==> src/hw/rtl/ymb_pkg.sv <==
// Shared types, codes and box functions of the marker box overlay.
package ymb_pkg;

  localparam int MARKER_SLOTS = 16;
  localparam int BOX_HALF     = 5;
  localparam int SLOT_W       = (MARKER_SLOTS > 1) ? $clog2(MARKER_SLOTS) : 1;

  localparam logic [2:0] CMD_MOVE      = 3'd0;
  localparam logic [2:0] CMD_PRESS     = 3'd1;
  localparam logic [2:0] CMD_RELEASE   = 3'd2;
  localparam logic [2:0] CMD_FRAME_END = 3'd3;
  localparam logic [2:0] CMD_PIXEL     = 3'd4;

  localparam logic [1:0] PLANE_Y      = 2'd0;
  localparam logic [1:0] PLANE_U      = 2'd1;
  localparam logic [1:0] PLANE_V      = 2'd2;
  localparam logic [1:0] PLANE_UNUSED = 2'd3;

  localparam logic [1:0] REG_FRAME_WIDTH     = 2'd0;
  localparam logic [1:0] REG_FRAME_HEIGHT    = 2'd1;
  localparam logic [1:0] REG_MARKER_LIFETIME = 2'd2;

  localparam logic [7:0] PRESS_Y      = 8'd150;
  localparam logic [7:0] PRESS_U      = 8'd46;
  localparam logic [7:0] PRESS_V      = 8'd21;
  localparam logic [7:0] RELEASE_Y    = 8'd76;
  localparam logic [7:0] RELEASE_U    = 8'd85;
  localparam logic [7:0] RELEASE_V    = 8'd255;
  localparam logic [7:0] POINTER_LUMA = 8'd0;
  localparam logic [7:0] POINTER_C    = 8'd128;

  localparam logic signed [13:0] BOX_HALF_S = 14'(BOX_HALF);

  typedef struct packed {
    logic                    vld;
    logic [2:0]              cmd;
    logic signed [12:0]      px;
    logic signed [12:0]      py;
    logic [1:0]              plane;
    logic [11:0]             col;
    logic [11:0]             line;
    logic [7:0]              pix;
    logic [SLOT_W-1:0]       slot;
    logic [7:0]              life;
    logic                    ptr_hit;
    logic                    found;
    logic [SLOT_W-1:0]       rank;
    logic                    best_rel;
  } tok_t;

  function automatic logic box_covers(input logic signed [12:0] px,
                                      input logic signed [12:0] py,
                                      input logic [1:0] plane,
                                      input logic [11:0] col,
                                      input logic [11:0] line,
                                      input logic [12:0] w,
                                      input logic [12:0] h);
    logic signed [13:0] pxe;
    logic signed [13:0] pye;
    logic signed [13:0] we;
    logic signed [13:0] he;
    logic signed [13:0] x1;
    logic signed [13:0] x2;
    logic signed [13:0] y1;
    logic signed [13:0] y2;
    logic signed [13:0] ce;
    logic signed [13:0] le;
    logic               in_frame;
    pxe = {px[12], px};
    pye = {py[12], py};
    we  = $signed({1'b0, w});
    he  = $signed({1'b0, h});
    ce  = $signed({2'b00, col});
    le  = $signed({2'b00, line});
    in_frame = !px[12] && !py[12] && (pxe < we) && (pye < he) && (plane != PLANE_UNUSED);
    x1 = pxe - BOX_HALF_S;
    if (x1 < 0) x1 = '0;
    x2 = pxe + BOX_HALF_S;
    if (x2 > we) x2 = we;
    y1 = pye - BOX_HALF_S;
    if (y1 < 0) y1 = '0;
    y2 = pye + BOX_HALF_S;
    if (y2 > he) y2 = he;
    if (plane != PLANE_Y) begin
      x1 = x1 >>> 1;
      x2 = x2 >>> 1;
      y1 = y1 >>> 1;
      y2 = y2 >>> 1;
    end
    return in_frame && (ce >= x1) && (ce < x2) && (le >= y1) && (le < y2);
  endfunction

  function automatic logic [7:0] plane_colour(input logic rel, input logic [1:0] plane);
    logic [7:0] c;
    unique case (plane)
      PLANE_Y: c = rel ? RELEASE_Y : PRESS_Y;
      PLANE_U: c = rel ? RELEASE_U : PRESS_U;
      default: c = rel ? RELEASE_V : PRESS_V;
    endcase
    return c;
  endfunction

endpackage

==> src/hw/rtl/ymb_cell.sv <==
// One marker slot of the chain: holds a marker, applies commands and tests pixels.
module ymb_cell (
  input  logic                      clk,
  input  logic                      rst_n,
  input  logic                      adv,
  input  logic [ymb_pkg::SLOT_W-1:0] cell_idx,
  input  logic [12:0]               frame_width,
  input  logic [12:0]               frame_height,
  input  ymb_pkg::tok_t             tok_i,
  output ymb_pkg::tok_t             tok_o
);
  import ymb_pkg::*;

  logic signed [12:0] mcol_r;
  logic signed [12:0] mrow_r;
  logic               rel_r;
  logic [7:0]         left_r;
  logic [7:0]         left_nxt;
  tok_t               tok_r;
  tok_t               tok_nxt;
  logic               wr;
  logic               hit;
  logic [SLOT_W:0]    diff;
  logic [SLOT_W-1:0]  rank;

  assign wr = tok_i.vld && (tok_i.cmd == CMD_PRESS || tok_i.cmd == CMD_RELEASE) &&
              (tok_i.slot == cell_idx);

  always_comb begin
    left_nxt = left_r;
    if (wr) begin
      left_nxt = tok_i.life;
    end else if (tok_i.vld && tok_i.cmd == CMD_FRAME_END && left_r != '0) begin
      left_nxt = left_r - 1'b1;
    end
    hit  = (left_r != '0) &&
           box_covers(mcol_r, mrow_r, tok_i.plane, tok_i.col, tok_i.line,
                      frame_width, frame_height);
    diff = {1'b0, cell_idx} - {1'b0, tok_i.slot};
    if (cell_idx < tok_i.slot) begin
      diff = diff + (SLOT_W + 1)'(MARKER_SLOTS);
    end
    rank    = diff[SLOT_W-1:0];
    tok_nxt = tok_i;
    if (tok_i.cmd == CMD_PIXEL && hit && (!tok_i.found || rank < tok_i.rank)) begin
      tok_nxt.found    = 1'b1;
      tok_nxt.rank     = rank;
      tok_nxt.best_rel = rel_r;
    end
  end

  always_ff @(posedge clk) begin
    if (!rst_n) begin
      left_r    <= '0;
      tok_r.vld <= 1'b0;
    end else if (adv) begin
      left_r <= left_nxt;
      tok_r  <= tok_nxt;
    end
  end

  always_ff @(posedge clk) begin
    if (adv && wr) begin
      mcol_r <= tok_i.px;
      mrow_r <= tok_i.py;
      rel_r  <= (tok_i.cmd == CMD_RELEASE);
    end
  end

  assign tok_o = tok_r;

endmodule

==> config.mk <==
export PLATFORM = sky130hd
export DESIGN_NAME = ymb_cell
export DESIGN_NICKNAME = d
export VERILOG_FILES = /design/src/hw/rtl/ymb_pkg.sv /design/src/hw/rtl/ymb_cell.sv
export SDC_FILE = /design/constraint.sdc
export NUM_CORES = 1
export LEC_CHECK = 0
export BUFFER_PORTS_ARGS = -buffer_cell sky130_fd_sc_hd__buf_2
export CAP_MARGIN = 5
export CORE_ASPECT_RATIO = 0.5
export CORE_MARGIN = 2
export CORE_UTILIZATION = 30
export CTS_BUF_LIST = sky130_fd_sc_hd__clkbuf_8 sky130_fd_sc_hd__clkbuf_16
export DETAILED_ROUTE_END_ITERATION = 7
export GPL_TIMING_DRIVEN = 0
export PLACE_DENSITY = 0.56
export SLEW_MARGIN = 20
export SYNTH_ARGS = -nofsm -noshare
export SYNTH_HDL_FRONTEND = slang
export SYNTH_SLANG_ARGS = --single-unit
==> constraint.sdc <==
create_clock -name clk -period 16.5 [get_ports clk]
set_input_delay 1.65 -clock clk [delete_from_list [all_inputs] [get_ports clk]]
set_output_delay 1.65 -clock clk [all_outputs]
set_load 0.02 [all_outputs]
==> flow_metrics.env, run 1 <==
export IMPL_insertedDiodeCount=0
export IMPL_slew_viol_final=0
export IMPL_grt_max_degree=45
export IMPL_synth_edf_count=109
export IMPL_synth_commonest_cells="edfxtp_1 (109), ha_1 (107), nor2_1 (88), nand2_1 (60), a21oi_1 (55)"
export IMPL_grt_total_usage=0.1730
export IMPL_worstSetupStartpointType="input port"
export IMPL_use_met2=0.2851
export IMPL_yosys_area_top_type="edfxtp_1"
export IMPL_cp_common_cell="a21o_1"
export IMPL_dieWidth_um=237.9
export IMPL_gr_usage_met1=0.2355
export IMPL_synth_top_area_frac=0.3990
export IMPL_ir_drop_uv=90.48
export IMPL_ff_latch_area_um2=3453
export IMPL_drcViolationCount=0
export IMPL_first_pass_iters=5
export IMPL_min_period_over_period=0.4251
export IMPL_slowest_stage="or4b_1"
export IMPL_port_buffers=198
export IMPL_drive_gt1_frac=0.2531
export IMPL_synthFlopType="edfxtp_1"
export IMPL_multi_input_area_um2=4429
export IMPL_busiest_layer="met2"
export IMPL_synth_fp_nets=1032
export IMPL_timing_fmax_ghz=0.1426
export IMPL_rsz0062_at_grt="false"
export IMPL_pwr_density_cell_nw_per_um2=83.49
export IMPL_dieArea_um2=28770
export IMPL_tns_ps=0
export IMPL_seq_area_frac_synth=0.4209
export IMPL_hold_path_class="reg -> reg"
export IMPL_rrSetupSlack_ps=9580
export IMPL_cp_slowest_stage_delay_ps=540
export IMPL_synthToLayoutAreaGrowth_pct=25.15
export IMPL_slew_headroom=0.3684
export IMPL_fin_crit_ps=7014
export IMPL_synth_warnings=0
export IMPL_reg2reg_depth=23
export IMPL_crit_fanout=10
export IMPL_worstPathBufferInverterCount=3
export IMPL_tightest_slew_ps=923.5
export IMPL_numCtsBuffers=17
export IMPL_ant_nets=0
export IMPL_cts_setup_buffers=0
export IMPL_netlist_cell_type_count=64
export IMPL_final_nets=1250
export IMPL_clock_path_buffers=2
export IMPL_setup_viol=0
export IMPL_synthArstFlopShare=0
export IMPL_grt_use_met3=0.03412
export IMPL_cellLeakagePower_nw=4.437
export IMPL_min_from="left_r[1]$_SDFFE_PN0P_"
export IMPL_die_height_um=120.9
export IMPL_rr_startpoint="mcol_r[3]$_DFFE_PP_"
export IMPL_dp_hpwl_mm=19.98
export IMPL_cpLargestDelayFamily="compound AO/OA/AOI/OAI gates"
export IMPL_gp_congestion=0.8820
export IMPL_clk_latency_ps=430
export IMPL_ios=199
export IMPL_nFillCells=2627
export IMPL_rows=42
export IMPL_cts_root_buf="clkbuf_16"
export IMPL_crit_chain="buf_2 > inv_1 > ha_1 > nand3_1 > nor3_1 > o31ai_1 > a21oi_4 > clkbuf_1 > mux2i_1 > nor2_1 > nor2_1 > ha_1 > a21o_1 > a21o_1 > a21o_1 > or4b_1 > a2111oi_1 > a211oi_2 > nor4_4 > mux2_2"
export IMPL_wl_per_cell_um=17.66
export IMPL_viasPerCell=4.991
export IMPL_fin_hold_ws_ps=480.5
export IMPL_clock_sinks=118
export IMPL_netlist_area_um2=8204
export IMPL_outcome="finished clean"
export IMPL_coreArea_um2=26640
export IMPL_grt_pass1_vias=6728
export IMPL_cts_tree="done"
export IMPL_first_iter_violations=411
export IMPL_grt_first_pass_wirelength_mm=37.56
export IMPL_cp_arrival_ps=7190
export IMPL_dr_total_vias=6943
export IMPL_clock_skew_ps=7.195
export IMPL_start_util=0.3079
export IMPL_fin_ws_ps=9486
export IMPL_worstHoldPathCells=2
export IMPL_grt_overflow=0
export IMPL_h_tree_depth=4
export IMPL_syn_inst=808
export IMPL_cts_resized=0
export IMPL_synthTopCellsByArea="edfxtp_1 (40%), ha_1 (16%), nor2_1 (4.0%)"
export IMPL_max_cap_violations=0
export IMPL_crit_required_ps=16680
export IMPL_final_hold_viol_count=0
export IMPL_clk_pin_slew_ps=60
export IMPL_synth_most_common_cell="edfxtp_1"
export IMPL_post_place_ws_ps=9153
export IMPL_cts_hold_buf=0
export IMPL_antenna_found_initial=0
export IMPL_worst_setup_path_type="in -> reg"
export IMPL_wl_mm=24.56
export IMPL_synth_seq_cells=118
export IMPL_min_to="left_r[1]$_SDFFE_PN0P_"
export IMPL_r2r_end="tok_o[0]$_DFFE_PP_"
export IMPL_crit_path_end_kind="register"
export IMPL_synth_area_per_cell_um2=10.15
-- stage by stage --
stage	total power, mW	cell area [µm²]	cells	utilization
CTS	0.8675	10270	1391	0.3854
detailed placement	0.4824	9667	1359	0.3628
global route	0.8927	10270	1391	0.3854
floorplan	0.4275	8204	808	-
global placement	0.4792	9635	1358	0.3617
finish	0.8573	10270	1391	0.3854
-- how the worst max path moves through the flow --
stage / from / to / slack [ps] / cells past startpoint
6_report: frame_width[12] / tok_o[0]$_DFFE_PP_ / 9490 / 20
5_1_grt: mcol_r[3]$_DFFE_PP_ / tok_o[4]$_DFFE_PP_ / 9220 / 23
4_1_cts: frame_width[12] / tok_o[3]$_DFFE_PP_ / 9570 / 20
3_5_place_dp: frame_width[12] / tok_o[3]$_DFFE_PP_ / 9150 / 20
3_3_place_gp: frame_width[12] / tok_o[3]$_DFFE_PP_ / 9130 / 20
2_1_floorplan: frame_width[11] / tok_o[0]$_DFFE_PP_ / 10280 / 19
-- cells by family after synthesis --
group,Yosys count,share of synthesized area
and+or+nand+nor,257,0.1527
xor gates and xnor gates,44,0.04697
muxes,28,0.03538
adders and majority gates,108,0.1656
AOI/OAI and AO/OA,174,0.1388
buffers and inverters,79,0.03965
DFF,118,0.4209
-- report_power, final --
group | switching, mW | internal (mW) | total [mW]
combinational | 0.0807 | 0.0487 | 0.129
clock | 0.142 | 0.240 | 0.382
sequential | 0.00349 | 0.343 | 0.346
-- routing by layer --
| metal | part of all wire | up-vias |
|---|---|---|
| li1 | - | 3431 |
| met1 | 0.48 | 3344 |
| met2 | 0.47 | 149 |
| met3 | 0.038 | 19 |
| met4 | 0.012 | 0 |
| met5 | 0 | - |
-- sequential cells by signal (all words and copies together), names as in the netlist --
register and flops:
mrow_r 13, mcol_r 13, rel_r 1, left_r 8
tok_o 83
-- layout make-up --
| type | count | area share |
|---|---|---|
| Buffer | 32 | 0.01450 |
| Clock buffer | 18 | 0.04277 |
| Clock inverter | 14 | 0.01572 |
| Tap cell | 352 | 0.04290 |
| Multi-Input combinational cell | 611 | 0.4314 |
| Inverter | 47 | 0.01718 |
| Timing Repair Buffer | 199 | 0.09920 |
| Sequential cell | 118 | 0.3363 |
-- worst min-delay path, stage by stage, from the launching register on --
cell      delay (ps)
dfxtp_1          300
inv_1             60
a211oi_1          60
-- cell usage in the layout, fill, tap and decap left out, drive strengths merged, types with 14 or more instances in the layout --
cell,instances
nand2,60
a21oi,56
nand4,14
mux2i,20
xor2,17
xnor2,27
nor3,15
nor2,88
buf,215
nand3,19
inv,50
o21ai,34
edfxtp,109
clkbuf,34
ha,107
a21o,19
Power figures use the tool's default switching activity.
==> run 2, diff against run 1 <==
--- a/config.mk
+++ b/config.mk
@@ -13,7 +13,7 @@
 export CTS_BUF_LIST = sky130_fd_sc_hd__clkbuf_8 sky130_fd_sc_hd__clkbuf_16
 export DETAILED_ROUTE_END_ITERATION = 7
 export GPL_TIMING_DRIVEN = 0
-export PLACE_DENSITY = 0.56
+export PLACE_DENSITY = 0.58
 export SLEW_MARGIN = 20
 export SYNTH_ARGS = -nofsm -noshare
 export SYNTH_HDL_FRONTEND = slang
==> constraint.sdc (replaced) <==
create_clock -name clk -period 6.45 [get_ports clk]
set_input_delay 0.645 -clock clk [delete_from_list [all_inputs] [get_ports clk]]
set_output_delay 0.645 -clock clk [all_outputs]
set_load 0.02 [all_outputs]
==> run 2 against run 1 <==
Compared with the run above:
- critical path depth rose by 5
- flip-flop and latch count did not move
- cell count rose by 0.29%
- global-route usage rose by 0.43 points
- register-to-register slack got worse by 9200 ps
- die area did not move
- first-iteration DRC count rose by 14%
- combinational power rose to 2.6 times the previous value
- clock power rose by 140%
- core utilization rose by 0.12 points
- clock skew barely moved
- routed wire length rose by 1.3%
- critical path type is now reg -> reg
- highest routed layer unchanged
==> flow_metrics.env, run 2 (synthesized netlist as in run 1, its figures left out) <==
export IMPL_cts_root_buf="clkbuf_16"
export IMPL_numCtsBuffers=17
export IMPL_tightest_slew_ps=909.4
export IMPL_nFillCells=2638
export IMPL_power_switching_mw=0.6091
export IMPL_multi_input_area_um2=4467
export IMPL_post_place_ws_ps=-357.1
export IMPL_viasPerCell=4.998
export IMPL_slew_viol_final=0
export IMPL_first_iter_violations=468
export IMPL_post_route_util=0.3865
export IMPL_fin_hold_ws_ps=381.5
export IMPL_fin_cells=1395
export IMPL_p_int_mw=1.539
export IMPL_p_comb_frac=0.156
export IMPL_cp_slowest_stage_delay_ps=560
export IMPL_crit_fanout=10
export IMPL_ff_latch_area_um2=3453
export IMPL_pwr_density_cell_nw_per_um2=208.5
export IMPL_grt_max_degree=45
export IMPL_rsz0062_at_grt="false"
export IMPL_antenna_found_initial=0
export IMPL_dr_total_vias=6972
export IMPL_coreArea_um2=26640
export IMPL_worstPathBufferInverterCount=3
export IMPL_insertedDiodeCount=0
export IMPL_wl_per_cell_um=17.84
export IMPL_rows=42
export IMPL_synthToLayoutAreaGrowth_pct=25.53
export IMPL_dieArea_um2=28770
export IMPL_grt_pass1_vias=6955
export IMPL_placed_cells=1359
export IMPL_port_buffers=198
export IMPL_clock_path_buffers=2
export IMPL_first_pass_iters=5
export IMPL_min_period_over_period=0.9360
export IMPL_clock_skew_ps=6.969
export IMPL_cts_tree="done"
export IMPL_start_util=0.3079
export IMPL_ant_nets=0
export IMPL_mostFrequentLayoutCell="buf_2"
export IMPL_fin_crit_ps=6037
export IMPL_worst_setup_path_type="reg -> reg"
export IMPL_final_nets=1254
export IMPL_tns_ps=0
export IMPL_post_dp_cell_area_um2=9659
export IMPL_reg2reg_depth=25
export IMPL_h_tree_depth=4
export IMPL_slew_headroom=0.3891
export IMPL_fin_ws_ps=413.0
export IMPL_drive_gt1_frac=0.2646
export IMPL_outcome="finished clean"
export IMPL_largest_reg_flops=83
export IMPL_timing_fmax_ghz=0.1656
export IMPL_slowest_stage="or4_1"
export IMPL_cellLeakagePower_nw=4.440
export IMPL_power_mw=2.148
export IMPL_clk_pin_slew_ps=60
export IMPL_layout_common_cells="buf_2 (207), edfxtp_1 (109), ha_1 (107)"
export IMPL_ir_drop_uv=162.9
export IMPL_drcViolationCount=0
export IMPL_ios=199
export IMPL_crit_required_ps=6640
export IMPL_cp_arrival_ps=6220
export IMPL_clock_sinks=118
export IMPL_final_hold_viol_count=0
export IMPL_clkPwrFrac=0.432
export IMPL_switching_share=0.2836
export IMPL_dp_hpwl_mm=20.23
export IMPL_die_height_um=120.9
export IMPL_setup_viol=0
export IMPL_clk_latency_ps=440
export IMPL_design_area_um2=10300
export IMPL_max_cap_violations=0
export IMPL_rrSetupSlack_ps=410
export IMPL_wl_mm=24.89
export IMPL_cts_hold_buf=0
export IMPL_crit_path_end_kind="register"
export IMPL_grt_first_pass_wirelength_mm=38.47
export IMPL_cpLargestDelayFamily="compound AO/OA/AOI/OAI gates"
export IMPL_p_seq_frac=0.413
export IMPL_hold_path_class="in -> reg"
export IMPL_worstHoldPathCells=1
export IMPL_gp_congestion=0.8908
export IMPL_cp_depth=25
export IMPL_grt_overflow=0
export IMPL_dieWidth_um=237.9
export IMPL_worstSetupStartpointType="register"
export IMPL_grt_total_usage=0.1773
run 2: power by group through the flow:
stage	Combinational (mW)	Clock (mW)	Sequential (mW)
after floorplan	0.144	0	0.950
after global placement	0.322	0	0.904
after detailed placement	0.332	0	0.903
after CTS	0.334	0.959	0.887
after global routing	0.370	0.987	0.890
final	0.334	0.927	0.886
run 2: final cells by class:
class | count | area share
well taps | 352 | 0.04277
repair buffers | 203 | 0.1011
multi-input cells | 611 | 0.4337
inverters | 47 | 0.01713
flip-flops and latches | 118 | 0.3353
plain buffers | 32 | 0.01482
clock inverters | 15 | 0.01385
clock buffers | 17 | 0.04131
run 2: worst reg2reg max path: stages, from the launching register on:
cell and delay (ps):
edfxtp_1 510, ha_1 310, o211ai_1 270, nor2_1 90
nand2_1 80, xnor2_1 100, ha_1 340, nand4_1 200
or4_1 560, o21ai_0 140, a211o_1 140, buf_2 180
buf_2 310, mux2i_1 420, nor2_1 80, nor2_1 140
ha_1 260, a21o_1 180, a21o_1 160, a21oi_1 180
a21oi_1 100, o21bai_1 220, a211oi_2 120, nor4_4 150
buf_4 210, mux2_2 350
run 2: layer usage:
metal / wire length, µm / part of all wire / up-vias / track usage
met5: 0 / 0 / - / 0
met4: 429 / 0.017 / 0 / 0.05425
met3: 894 / 0.036 / 28 / 0.03640
met2: 11600 / 0.47 / 145 / 0.2891
met1: 11970 / 0.48 / 3357 / 0.2377
li1: - / - / 3442 / -
run 2: final timing paths:
path,from,to
worst max register to register,mrow_r[0]$_DFFE_PP_,tok_o[3]$_DFFE_PP_
worst max-delay path,mrow_r[0]$_DFFE_PP_,tok_o[3]$_DFFE_PP_
worst min-delay path,tok_i[22],tok_o[22]$_DFFE_PP_
worst min register to register,left_r[2]$_SDFFE_PN0P_,left_r[2]$_SDFFE_PN0P_
run 2: timing repair:
action / in CTS / in global routing
pin swaps: 1 / 1
setup buffers: 2 / 2
resized for setup: 2 / 10
endpoints found under the setup margin: 5 / 5
hold endpoints to repair: 0 / 0
