`src/hw/rtl/ymb_pkg.sv`:
```
// Shared types, codes and box functions of the marker box overlay.
package ymb_pkg;

  localparam int MARKER_SLOTS = 16;
  localparam int BOX_HALF     = 5;
  localparam int SLOT_W       = (MARKER_SLOTS > 1) ? $clog2(MARKER_SLOTS) : 1;

  localparam logic [2:0] CMD_MOVE      = 3'd0;
  localparam logic [2:0] CMD_PRESS     = 3'd1;
  localparam logic [2:0] CMD_RELEASE   = 3'd2;
  localparam logic [2:0] CMD_FRAME_END = 3'd3;
  localparam logic [2:0] CMD_PIXEL     = 3'd4;

  localparam logic [1:0] PLANE_Y      = 2'd0;
  localparam logic [1:0] PLANE_U      = 2'd1;
  localparam logic [1:0] PLANE_V      = 2'd2;
  localparam logic [1:0] PLANE_UNUSED = 2'd3;

  localparam logic [1:0] REG_FRAME_WIDTH     = 2'd0;
  localparam logic [1:0] REG_FRAME_HEIGHT    = 2'd1;
  localparam logic [1:0] REG_MARKER_LIFETIME = 2'd2;

  localparam logic [7:0] PRESS_Y      = 8'd150;
  localparam logic [7:0] PRESS_U      = 8'd46;
  localparam logic [7:0] PRESS_V      = 8'd21;
  localparam logic [7:0] RELEASE_Y    = 8'd76;
  localparam logic [7:0] RELEASE_U    = 8'd85;
  localparam logic [7:0] RELEASE_V    = 8'd255;
  localparam logic [7:0] POINTER_LUMA = 8'd0;
  localparam logic [7:0] POINTER_C    = 8'd128;

  localparam logic signed [13:0] BOX_HALF_S = 14'(BOX_HALF);

  typedef struct packed {
    logic                    vld;
    logic [2:0]              cmd;
    logic signed [12:0]      px;
    logic signed [12:0]      py;
    logic [1:0]              plane;
    logic [11:0]             col;
    logic [11:0]             line;
    logic [7:0]              pix;
    logic [SLOT_W-1:0]       slot;
    logic [7:0]              life;
    logic                    ptr_hit;
    logic                    found;
    logic [SLOT_W-1:0]       rank;
    logic                    best_rel;
  } tok_t;

  function automatic logic box_covers(input logic signed [12:0] px,
                                      input logic signed [12:0] py,
                                      input logic [1:0] plane,
                                      input logic [11:0] col,
                                      input logic [11:0] line,
                                      input logic [12:0] w,
                                      input logic [12:0] h);
    logic signed [13:0] pxe;
    logic signed [13:0] pye;
    logic signed [13:0] we;
    logic signed [13:0] he;
    logic signed [13:0] x1;
    logic signed [13:0] x2;
    logic signed [13:0] y1;
    logic signed [13:0] y2;
    logic signed [13:0] ce;
    logic signed [13:0] le;
    logic               in_frame;
    pxe = {px[12], px};
    pye = {py[12], py};
    we  = $signed({1'b0, w});
    he  = $signed({1'b0, h});
    ce  = $signed({2'b00, col});
    le  = $signed({2'b00, line});
    in_frame = !px[12] && !py[12] && (pxe < we) && (pye < he) && (plane != PLANE_UNUSED);
    x1 = pxe - BOX_HALF_S;
    if (x1 < 0) x1 = '0;
    x2 = pxe + BOX_HALF_S;
    if (x2 > we) x2 = we;
    y1 = pye - BOX_HALF_S;
    if (y1 < 0) y1 = '0;
    y2 = pye + BOX_HALF_S;
    if (y2 > he) y2 = he;
    if (plane != PLANE_Y) begin
      x1 = x1 >>> 1;
      x2 = x2 >>> 1;
      y1 = y1 >>> 1;
      y2 = y2 >>> 1;
    end
    return in_frame && (ce >= x1) && (ce < x2) && (le >= y1) && (le < y2);
  endfunction

  function automatic logic [7:0] plane_colour(input logic rel, input logic [1:0] plane);
    logic [7:0] c;
    unique case (plane)
      PLANE_Y: c = rel ? RELEASE_Y : PRESS_Y;
      PLANE_U: c = rel ? RELEASE_U : PRESS_U;
      default: c = rel ? RELEASE_V : PRESS_V;
    endcase
    return c;
  endfunction

endpackage

```
`src/hw/rtl/ymb_entry.sv`:
```
// Entry stage: pointer position, ring insert slot and pointer box test.
module ymb_entry (
  input  logic               clk,
  input  logic               rst_n,
  input  logic               adv,
  input  logic               in_valid,
  input  logic [2:0]         in_cmd,
  input  logic signed [12:0] in_pos_x,
  input  logic signed [12:0] in_pos_y,
  input  logic [1:0]         in_plane,
  input  logic [11:0]        in_column,
  input  logic [11:0]        in_line,
  input  logic [7:0]         in_pixel_in,
  input  logic [12:0]        frame_width,
  input  logic [12:0]        frame_height,
  input  logic [7:0]         marker_lifetime,
  output ymb_pkg::tok_t      tok_o
);
  import ymb_pkg::*;

  logic signed [12:0] ptr_col_r;
  logic signed [12:0] ptr_col_nxt;
  logic signed [12:0] ptr_row_r;
  logic signed [12:0] ptr_row_nxt;
  logic [SLOT_W-1:0]  ins_r;
  logic [SLOT_W-1:0]  ins_nxt;
  tok_t               tok_r;
  tok_t               tok_nxt;
  logic               acc;

  assign acc = in_valid && adv;

  always_comb begin
    ptr_col_nxt = ptr_col_r;
    ptr_row_nxt = ptr_row_r;
    ins_nxt     = ins_r;
    if (acc && in_cmd == CMD_MOVE) begin
      ptr_col_nxt = in_pos_x;
      ptr_row_nxt = in_pos_y;
    end
    if (acc && (in_cmd == CMD_PRESS || in_cmd == CMD_RELEASE)) begin
      ins_nxt = (ins_r == SLOT_W'(MARKER_SLOTS - 1)) ? '0 : ins_r + 1'b1;
    end
    tok_nxt          = '0;
    tok_nxt.vld      = acc;
    tok_nxt.cmd      = in_cmd;
    tok_nxt.px       = in_pos_x;
    tok_nxt.py       = in_pos_y;
    tok_nxt.plane    = in_plane;
    tok_nxt.col      = in_column;
    tok_nxt.line     = in_line;
    tok_nxt.pix      = in_pixel_in;
    tok_nxt.slot     = ins_r;
    tok_nxt.life     = marker_lifetime;
    tok_nxt.ptr_hit  = box_covers(ptr_col_r, ptr_row_r, in_plane, in_column, in_line,
                                  frame_width, frame_height);
  end

  always_ff @(posedge clk) begin
    if (!rst_n) begin
      ptr_col_r <= '1;
      ptr_row_r <= '1;
      ins_r     <= '0;
      tok_r.vld <= 1'b0;
    end else begin
      ptr_col_r <= ptr_col_nxt;
      ptr_row_r <= ptr_row_nxt;
      ins_r     <= ins_nxt;
      if (adv) begin
        tok_r <= tok_nxt;
      end
    end
  end

  assign tok_o = tok_r;

endmodule

```
`config.mk`:
```
export PLATFORM = sky130hd
export DESIGN_NAME = ymb_entry
export DESIGN_NICKNAME = d
export VERILOG_FILES = /design/src/hw/rtl/ymb_pkg.sv /design/src/hw/rtl/ymb_entry.sv
export SDC_FILE = /design/constraint.sdc
export NUM_CORES = 1
export LEC_CHECK = 0
export BUFFER_PORTS_ARGS = -buffer_cell sky130_fd_sc_hd__buf_4
export CORE_MARGIN = 10
export CORE_UTILIZATION = 38
export DETAILED_ROUTE_END_ITERATION = 10
export SLEW_MARGIN = 20
export SYNTH_ARGS = -nofsm -noshare
export SYNTH_HDL_FRONTEND = slang
export SYNTH_SLANG_ARGS = --single-unit
```
`constraint.sdc`:
```
create_clock -name clk -period 4.4 [get_ports clk]
set_clock_uncertainty 0.2 [all_clocks]
set_input_delay 0.44 -clock clk [delete_from_list [all_inputs] [get_ports clk]]
set_output_delay 0.44 -clock clk [all_outputs]
set_load 0.05 [all_outputs]
```
==> results of run 1 <==
repair_timing:
item	4_1_cts	5_1_grt
setup buffers	2	1
endpoints found under the setup margin	1	1
pin swaps	1	3
gates resized for setup	4	3
state kept, by name (all words and copies together), names as in the netlist:
| register | count |
|---|---|
| ptr_col_r | 13 |
| ptr_row_r | 13 |
| tok_o | 77 |
| ins_r | 4 |
cell type report:
| type | instances | area [um^2] | area share [%] |
|---|---|---|---|
| Clock inverter | 7 | 71.3 | 0.696 |
| Multi-Input combinational cell | 614 | 4460 | 43.5 |
| Tap cell | 265 | 332 | 3.24 |
| Clock buffer | 9 | 225 | 2.20 |
| Inverter | 42 | 158 | 1.54 |
| Timing Repair Buffer | 277 | 2090 | 20.4 |
| Sequential cell | 107 | 2910 | 28.4 |
logic make-up after synthesis:
| logic type | Yosys count | synth area share [%] |
|---|---|---|
| AO/OA/AOI/OAI | 150 | 13.1 |
| XOR/XNOR | 40 | 4.59 |
| buffers and inverters | 91 | 4.97 |
| other | 1 | 0.0491 |
| flip-flops | 107 | 38.0 |
| multiplexers | 33 | 5.16 |
| adder cells (fa/ha/maj) | 101 | 16.6 |
| AND/OR/NAND/NOR | 284 | 17.5 |
worst paths after layout:
check	startpoint	endpoint	slack, ps	cells past startpoint
worst max-delay path	ptr_row_r[0]	tok_o[6]	-540	22
worst min-delay path	in_pixel_in[5]	tok_o[24]	50	1
worst max register to register	ptr_row_r[0]	tok_o[6]	-540	22
worst min register to register	tok_o[82]	tok_o[82]	290	2
power groups by stage:
stage	combinational (mW)	clock (mW)	sequential [mW]
global placement	0.917	0	1.17
CTS	0.939	0.855	1.15
finish	0.941	0.829	1.15
floorplan	0.420	0	1.34
global route	1.04	0.897	1.16
detailed placement	0.925	0	1.17
cells in the final DEF (no fill, tap or decap), drive strengths merged, types with 3 or more instances in the layout:
cell	count
mux2i	21
ha	101
nand2b	6
a211oi	7
buf	277
a2111oi	3
nand3b	3
nor2	77
a21o	15
and3	5
nand3	33
o21ai	32
nand2	94
and2	3
a21oi	37
o2111ai	5
mux4	4
or4	4
mux2	8
conb	6
o211ai	16
xor2	15
o21a	11
edfxtp	76
nor2b	12
dfxtp	31
o22ai	3
nor3	16
clkbuf	9
nor4	6
xnor2	25
a31oi	6
inv	45
nand4	15
stage by stage:
stage	hold slack [ps]	worst slack [ps]
final	48.9	-542
after global routing	36.0	-846
after CTS	39.3	-449
after detailed placement	273	-579
after global placement	278	-417
after floorplan	239	-184
metal layers:
metal  routed length (um)  GRT usage, %  share of wire (%)
met5                    0             0                  0
met1                10300          21.9                 47
met2                 9750          26.1                 45
met3                 1450          4.50                6.7
met4                  287          4.30                1.3
critical path, delay by kind of cell, from the launching register on:
| kind | cells | cell delay (ps) |
|---|---|---|
| DFF | 1 | 360 |
| and+or+nand+nor | 9 | 1360 |
| buffers and inverters | 1 | 170 |
| AOI/OAI and AO/OA | 6 | 1260 |
| adders and majority gates | 3 | 740 |
| xor gates and xnor gates | 1 | 190 |
| muxes | 2 | 470 |
synth_stat cells, types with 21 or more instances:
cell | instances | area, um^2
ha_1 | 101 | 1260
nand2_1 | 94 | 353
edfxtp_1 | 76 | 2280
nor2_1 | 76 | 285
inv_1 | 39 | 146
a21oi_1 | 36 | 180
nand3_1 | 33 | 165
dfxtp_1 | 31 | 621
clkbuf_1 | 28 | 105
xnor2_1 | 25 | 219
o21ai_0 | 24 | 120
mux2i_1 | 21 | 210
==> impl_results.md, run 1 <==
* Status: finished with violations
* Violated checks: negative setup slack
* RSZ-0062 raised after global routing: yes
* Final net count at 1253
* Slowest-stage cell, CP: or4_1
* Crit path cell chain: ha_4 -> o211a_1 -> nand4_1 -> nor2_2 -> xor2_2 -> ha_1 -> nand3b_1 -> or4_1 -> o221ai_2 -> nor3_4 -> buf_4 -> mux2i_1 -> nor2_1 -> nor2_1 -> ha_1 -> a21oi_2 -> o2111ai_2 -> nor2_2 -> nand3_1 -> mux2_4 -> a311o_1 -> a2111oi_2
* Placement Rows at 51
* Vias per cell at around 5
* Clock power frac at 28.4%
* Peak VDD IR at 0.177 mV
* WP data arrival at 4890 ps
* Asr flop ratio synth at 0%
* Antenna violations before repair at 0
* Placed Cells incl. Taps at 1302
* Worst skew pair latency at roughly 360 ps
* Chip width at 162 um
* Slowest stage delay, CP at 540 ps
* Fin util at 52.3%
* FILL cells at 1880
* Post-DP Area at 9880 um^2
* Post-synthesis register bit count at 107
* ANT nets after route at 0
* WL/cell at roughly 16 um
* Worst Hold Class: in2reg
* DR iter-0 viols at approximately 380
* Post-Syn Area per Cell at around 9.5 um^2
* Final Max Slew Viols at 0
* Clock sinks at ~110
* Max Buffers Root-to-Sink at 2
* Port bufs at between 150 and 200
* Drt drc at 0
* Post-route cell area at ~10000 um^2
* First-pass GRT wire length at 35.2 mm
* DIE AREA at 26200 um^2
* GRT overflow at 0
* Sequential share of power at 39.4%
* I/O pins at about 180
* Hpwl dp at 17.7 mm
* Setup TNS at -542 ps
* N_diodes at 0
* Critical path startpoint category: flip-flop
* Crit path kind: reg2reg
* Cts bufs inserted at 9
* Tot GR Track Use at 16.5%
* Pwr dens at 285 nW/um^2
* Predominant post-synthesis flop cell: edfxtp_1
* Seq/Total Area, Yosys at a little under two fifths
* Final setup fails at 1
* Synth unique cells at between 60 and 70
* H-tree levels at 3
* Chip height at between 150 and 200 um
* Initial Utilization at 39.0%
* Fin crit period at just under 5000 ps
* TritonCTS clock tree: yes
* CTS Root Cell: clkbuf_16
* Comb pwr share at around a third
* Worst Tran Pin Value at between 1000 and 1500 ps
* Vias in the first global route at 6707
* Cell Count, Final, Fillers Out at 1321
* Fin. Hold Viols at 0
* Post-synth EDFFs at 76
* CP required at about 4400 ps
* Placer Congestion at 0.911
* Sw frac at 33.9%
* Layout cells sized above 1 at 31.3%
* Max Clk Rate at 202 MHz
* Largest net degree at the start of global routing at 77
* Max FO, Critical Path at 6
* Crit end category: flip-flop
* CTS clock-pin slew for the worst setup and hold paths at ~90 ps
* Core area at just under 20000 um^2
* LEAKAGE at roughly 4.5 nW
* Yosys warns at 0
* Cts hold-fix bufs at 0
* Final Cycle Share at 112%
* Drt total wl at 21.7 mm
* Switching power of the nets at between 0.9 and 1 mW
* Max_slew headroom at 32.1%
* Maxcap violations at 0
* Mapped cell area at 7630 um^2
* Synthesis-to-layout area growth at 34.2%
* Via Count at 6613
* Setup ws final at -542 ps
* Cells after Synth at 807
* Post-route total power at about 2.9 mW
* P_int at 1.93 mW
* DRT Pass-1 Iters at 4
Note: power is estimated with default switching activity, not from simulation.
==> inputs of run 2 (changes only) <==
--- a/config.mk
+++ b/config.mk
@@ -5,6 +5,7 @@
 export SDC_FILE = /design/constraint.sdc
 export NUM_CORES = 1
 export LEC_CHECK = 0
+export ABC_AREA = 1
 export BUFFER_PORTS_ARGS = -buffer_cell sky130_fd_sc_hd__buf_4
 export CORE_MARGIN = 10
 export CORE_UTILIZATION = 38
==> impl_results.md, run 2 <==
* Status: finished, final reports clean
* Crit path kind: reg2reg
* Max Buffers Root-to-Sink at 2 (unchanged)
* Max_slew headroom at 39.8% (+7.7 points)
* Slowest stage delay, CP at 370 ps (-170 ps)
* CTS clock-pin slew for the worst setup and hold paths at 90 ps (about the same)
* Reg2reg start: ptr_col_r[0]
* Compound-Gate Fraction of Synth Area at 12.8% (-0.37 points)
* Vias per cell at 4.96 (-0.90%)
* Yosys top cell by area: edfxtp_1
* Area contributors post-synth: edfxtp_1, ha_1, nand2_1
* Post-route total power at 2.96 mW (+1.4%)
* Post-Syn Area per Cell at 8.19 um^2 (-13%)
* Tot GR Track Use at 16.8% (+0.28 points)
* Synth Area in Simple Gates at 21.8% (+4.3 points)
* Slowest-stage cell, CP: dfxtp_2
* Via Count at 6975 (+5.5%)
* Seq/Total Area, Yosys at 37.6% (-0.46 points)
* Initial Utilization at 38.4% (-0.53 points)
* H-tree levels at 3 (unchanged)
* Final net count at 1333 (+6.4%)
* Commonest non-fill, non-tap cell in the layout: nand2_1
* Worst setup path end: tok_o[6]
* I/O pins at 184 (unchanged)
* First-pass GRT wire length at 35.7 mm (+1.4%)
* Clock sinks at 107 (unchanged)
* Mux share of post-synthesis cell area at 0.907% (-4.3 points)
* Post-synthesis register bit count at 107 (unchanged)
* WP data arrival at 4080 ps (-810 ps)
* Cts hold-fix bufs at 0 (unchanged)
* R2r endpoint: tok_o[6]
* Largest net degree at the start of global routing at 60 (-22%)
* DR iter-0 viols at 434 (+15%)
* Port bufs at 177 (unchanged)
* Worst Hold Class: in2reg
* Synth top cells by count: nand2_1, inv_1, ha_1
* Post-synth top area share at 29.5% (-0.36 points)
* Final setup fails at 0 (-1)
* Peak VDD IR at 0.211 mV (+19%)
* Core area at 20100 um^2 (+2.6%)
* Worst skew pair latency at 370 ps (about the same)
* Crit end category: flip-flop
* Max FO, Critical Path at 10 (+4)
* ANT nets after route at 0 (unchanged)
* DIE AREA at 26400 um^2 (+1.1%)
* Worst Hold Launch: marker_lifetime[3]
* WL/cell at 16.3 um (-1.1%)
* Max Clk Rate at 246 MHz (+22%)
* Drt total wl at 22.9 mm (+5.3%)
* DRT Pass-1 Iters at 5 (+1)
* Final Max Slew Viols at 0 (unchanged)
* Largest family of logic cells by synthesized area: simple AND/OR/NAND/NOR gates
* Post-synth EDFFs at 76 (unchanged)
* CP required at 4420 ps (+70 ps)
* Worst Tran Pin Value at 902 ps (-116 ps)
* Pwr dens at 299 nW/um^2 (+4.9%)
* CP Launch Point: ptr_col_r[0]
* Mapped cell area at 7720 um^2 (+1.2%)
* Placer Congestion at 0.906 (-0.59%)
* Max reg flops at 77 (unchanged)
* Final Cycle Share at 92.4% (-20 points)
* R2R depth at 25 (+14%)
* Place WS at 75.5 ps (+655 ps)
* Maxcap violations at 0 (unchanged)
* R2R Setup Slk at 340 ps (+880 ps)
* GRT overflow at 0 (unchanged)
* Yosys warns at 0 (unchanged)
* Commonest non-fill, non-tap cells in the layout: nand2_1, buf_4, inv_1
* Drt drc at 0 (unchanged)
* Setup ws final at 336 ps (+878 ps)
* Layout cells sized above 1 at 25.2% (-6.2 points)
* Cells after Synth at 943 (+17%)
* Chip width at 163 um (+0.54%)
* Synthesis-to-layout area growth at 28.2%
* Sequential Area at 2910 um^2 (about the same)
* Synth unique cells at 46 (-31%)
* Fin crit period at 4060 ps (-878 ps)
* Fin. Hold Viols at 0 (unchanged)
* CTS Root Cell: clkbuf_16
* Placement Rows at 52 (+2.0%)
* Adder-cell share of the synthesized area at 16.4% (-0.20 points)
* Critical path startpoint category: flip-flop
* Hpwl dp at 18.6 mm (+5.4%)
* LEAKAGE at 4.74 nW (+4.6%)
* Chip height at 163 um (+0.54%)
* N_diodes at 0 (unchanged)
* Most frequent cell after synthesis: nand2_1
* TritonCTS clock tree: yes
* Cts bufs inserted at 9 (unchanged)
* Most frequent CP cell: nand2_1
* Multi-input logic area at 4360 um^2 (-2.3%)
* FILL cells at 1936 (+3.0%)
* Post-synthesis xor/xnor area fraction at 2.61% (-2.0 points)
* Antenna violations before repair at 0 (unchanged)
* Vias in the first global route at 6766 (+0.88%)
* Asr flop ratio synth at 0% (unchanged)
* Predominant post-synthesis flop cell: edfxtp_1
-- run 2: cell types whose count changed in the layout (fill, tap and decap cells not counted), sizes merged, moves of 9 or more --
| cell | change |
|---|---|
| inv | +77 |
| xnor2 | -21 |
| mux2i | -14 |
| nand2 | +131 |
| a21o | -15 |
| nor2b | -12 |
| o21ai | +45 |
| o21a | -9 |
| a21oi | +10 |
| buf | -74 |
-- run 2: worst min path at each step --
stage               depth (start not counted)        end  slack, ps
finish                                      1  tok_o[10]         40
global route                                1  tok_o[24]         20
CTS                                         1  tok_o[25]         30
detailed placement                          2  tok_o[82]        270
global placement                            0  tok_o[17]        260
floorplan                                   0  tok_o[17]        230
-- run 2: power by group --
group	internal (mW)	leakage, nW	switching (mW)
sequential	1.13	0.966	0.0184
clock	0.414	0.152	0.453
combinational	0.337	3.62	0.604
total	1.89	4.74	1.08
-- run 2: layer usage --
| layer | GRT usage (%) | share of wire, % |
|---|---|---|
| met4 | 3.52 | 1.2 |
| met5 | 0 | 0 |
| met2 | 30.0 | 50 |
| met3 | 4.10 | 5.9 |
| met1 | 20.1 | 43 |
-- run 2: kinds of logic (layout without fill, tap and decap cells) --
logic type | count (synthesis) | in the layout
XOR/XNOR | 23 | 23
adder cells (fa/ha/maj) | 101 | 101
AND/OR/NAND/NOR | 381 | 383
flip-flops | 107 | 107
buffers and inverters | 155 | 341
AO/OA/AOI/OAI | 168 | 168
multiplexers | 7 | 7
other | 1 | 6
-- run 2: layout make-up --
type	instances	area share, %
sequential	107	29.4
multi-input combinational	688	44.0
timing repair buffer	203	15.4
clock inverter	7	0.923
inverter	122	4.65
tap	270	3.41
clock buffer	9	2.27
-- run 2: timing repair --
action | in CTS | in global routing
buffers inserted | 0 | 3
endpoints found under the setup margin | 0 | 1
resized for setup | 0 | 38
endpoints found under the hold margin | 0 | 0
-- run 2: critical path: cells and delay by family (launching register included) --
family | cells | cell delay [ps]
AOI/OAI and AO/OA | 5 | 870
buffers and inverters | 2 | 210
and+or+nand+nor | 14 | 1380
DFF | 1 | 370
adders and majority gates | 3 | 760
xor gates and xnor gates | 1 | 140
-- run 2: through the flow --
stage | cells | area [um^2] | utilization, % | TNS [ps] | hold WS (ps)
2_1_floorplan | 948 | 7740 | - | 0 | 230
3_3_place_gp | 1385 | 9440 | 46.9 | 0 | 256
3_5_place_dp | 1385 | 9440 | 46.9 | 0 | 267
4_1_cts | 1401 | 9750 | 48.5 | 0 | 30.4
5_1_grt | 1406 | 9900 | 49.2 | -2.16 | 17.2
6_report | 1406 | 9900 | 49.2 | 0 | 45.0
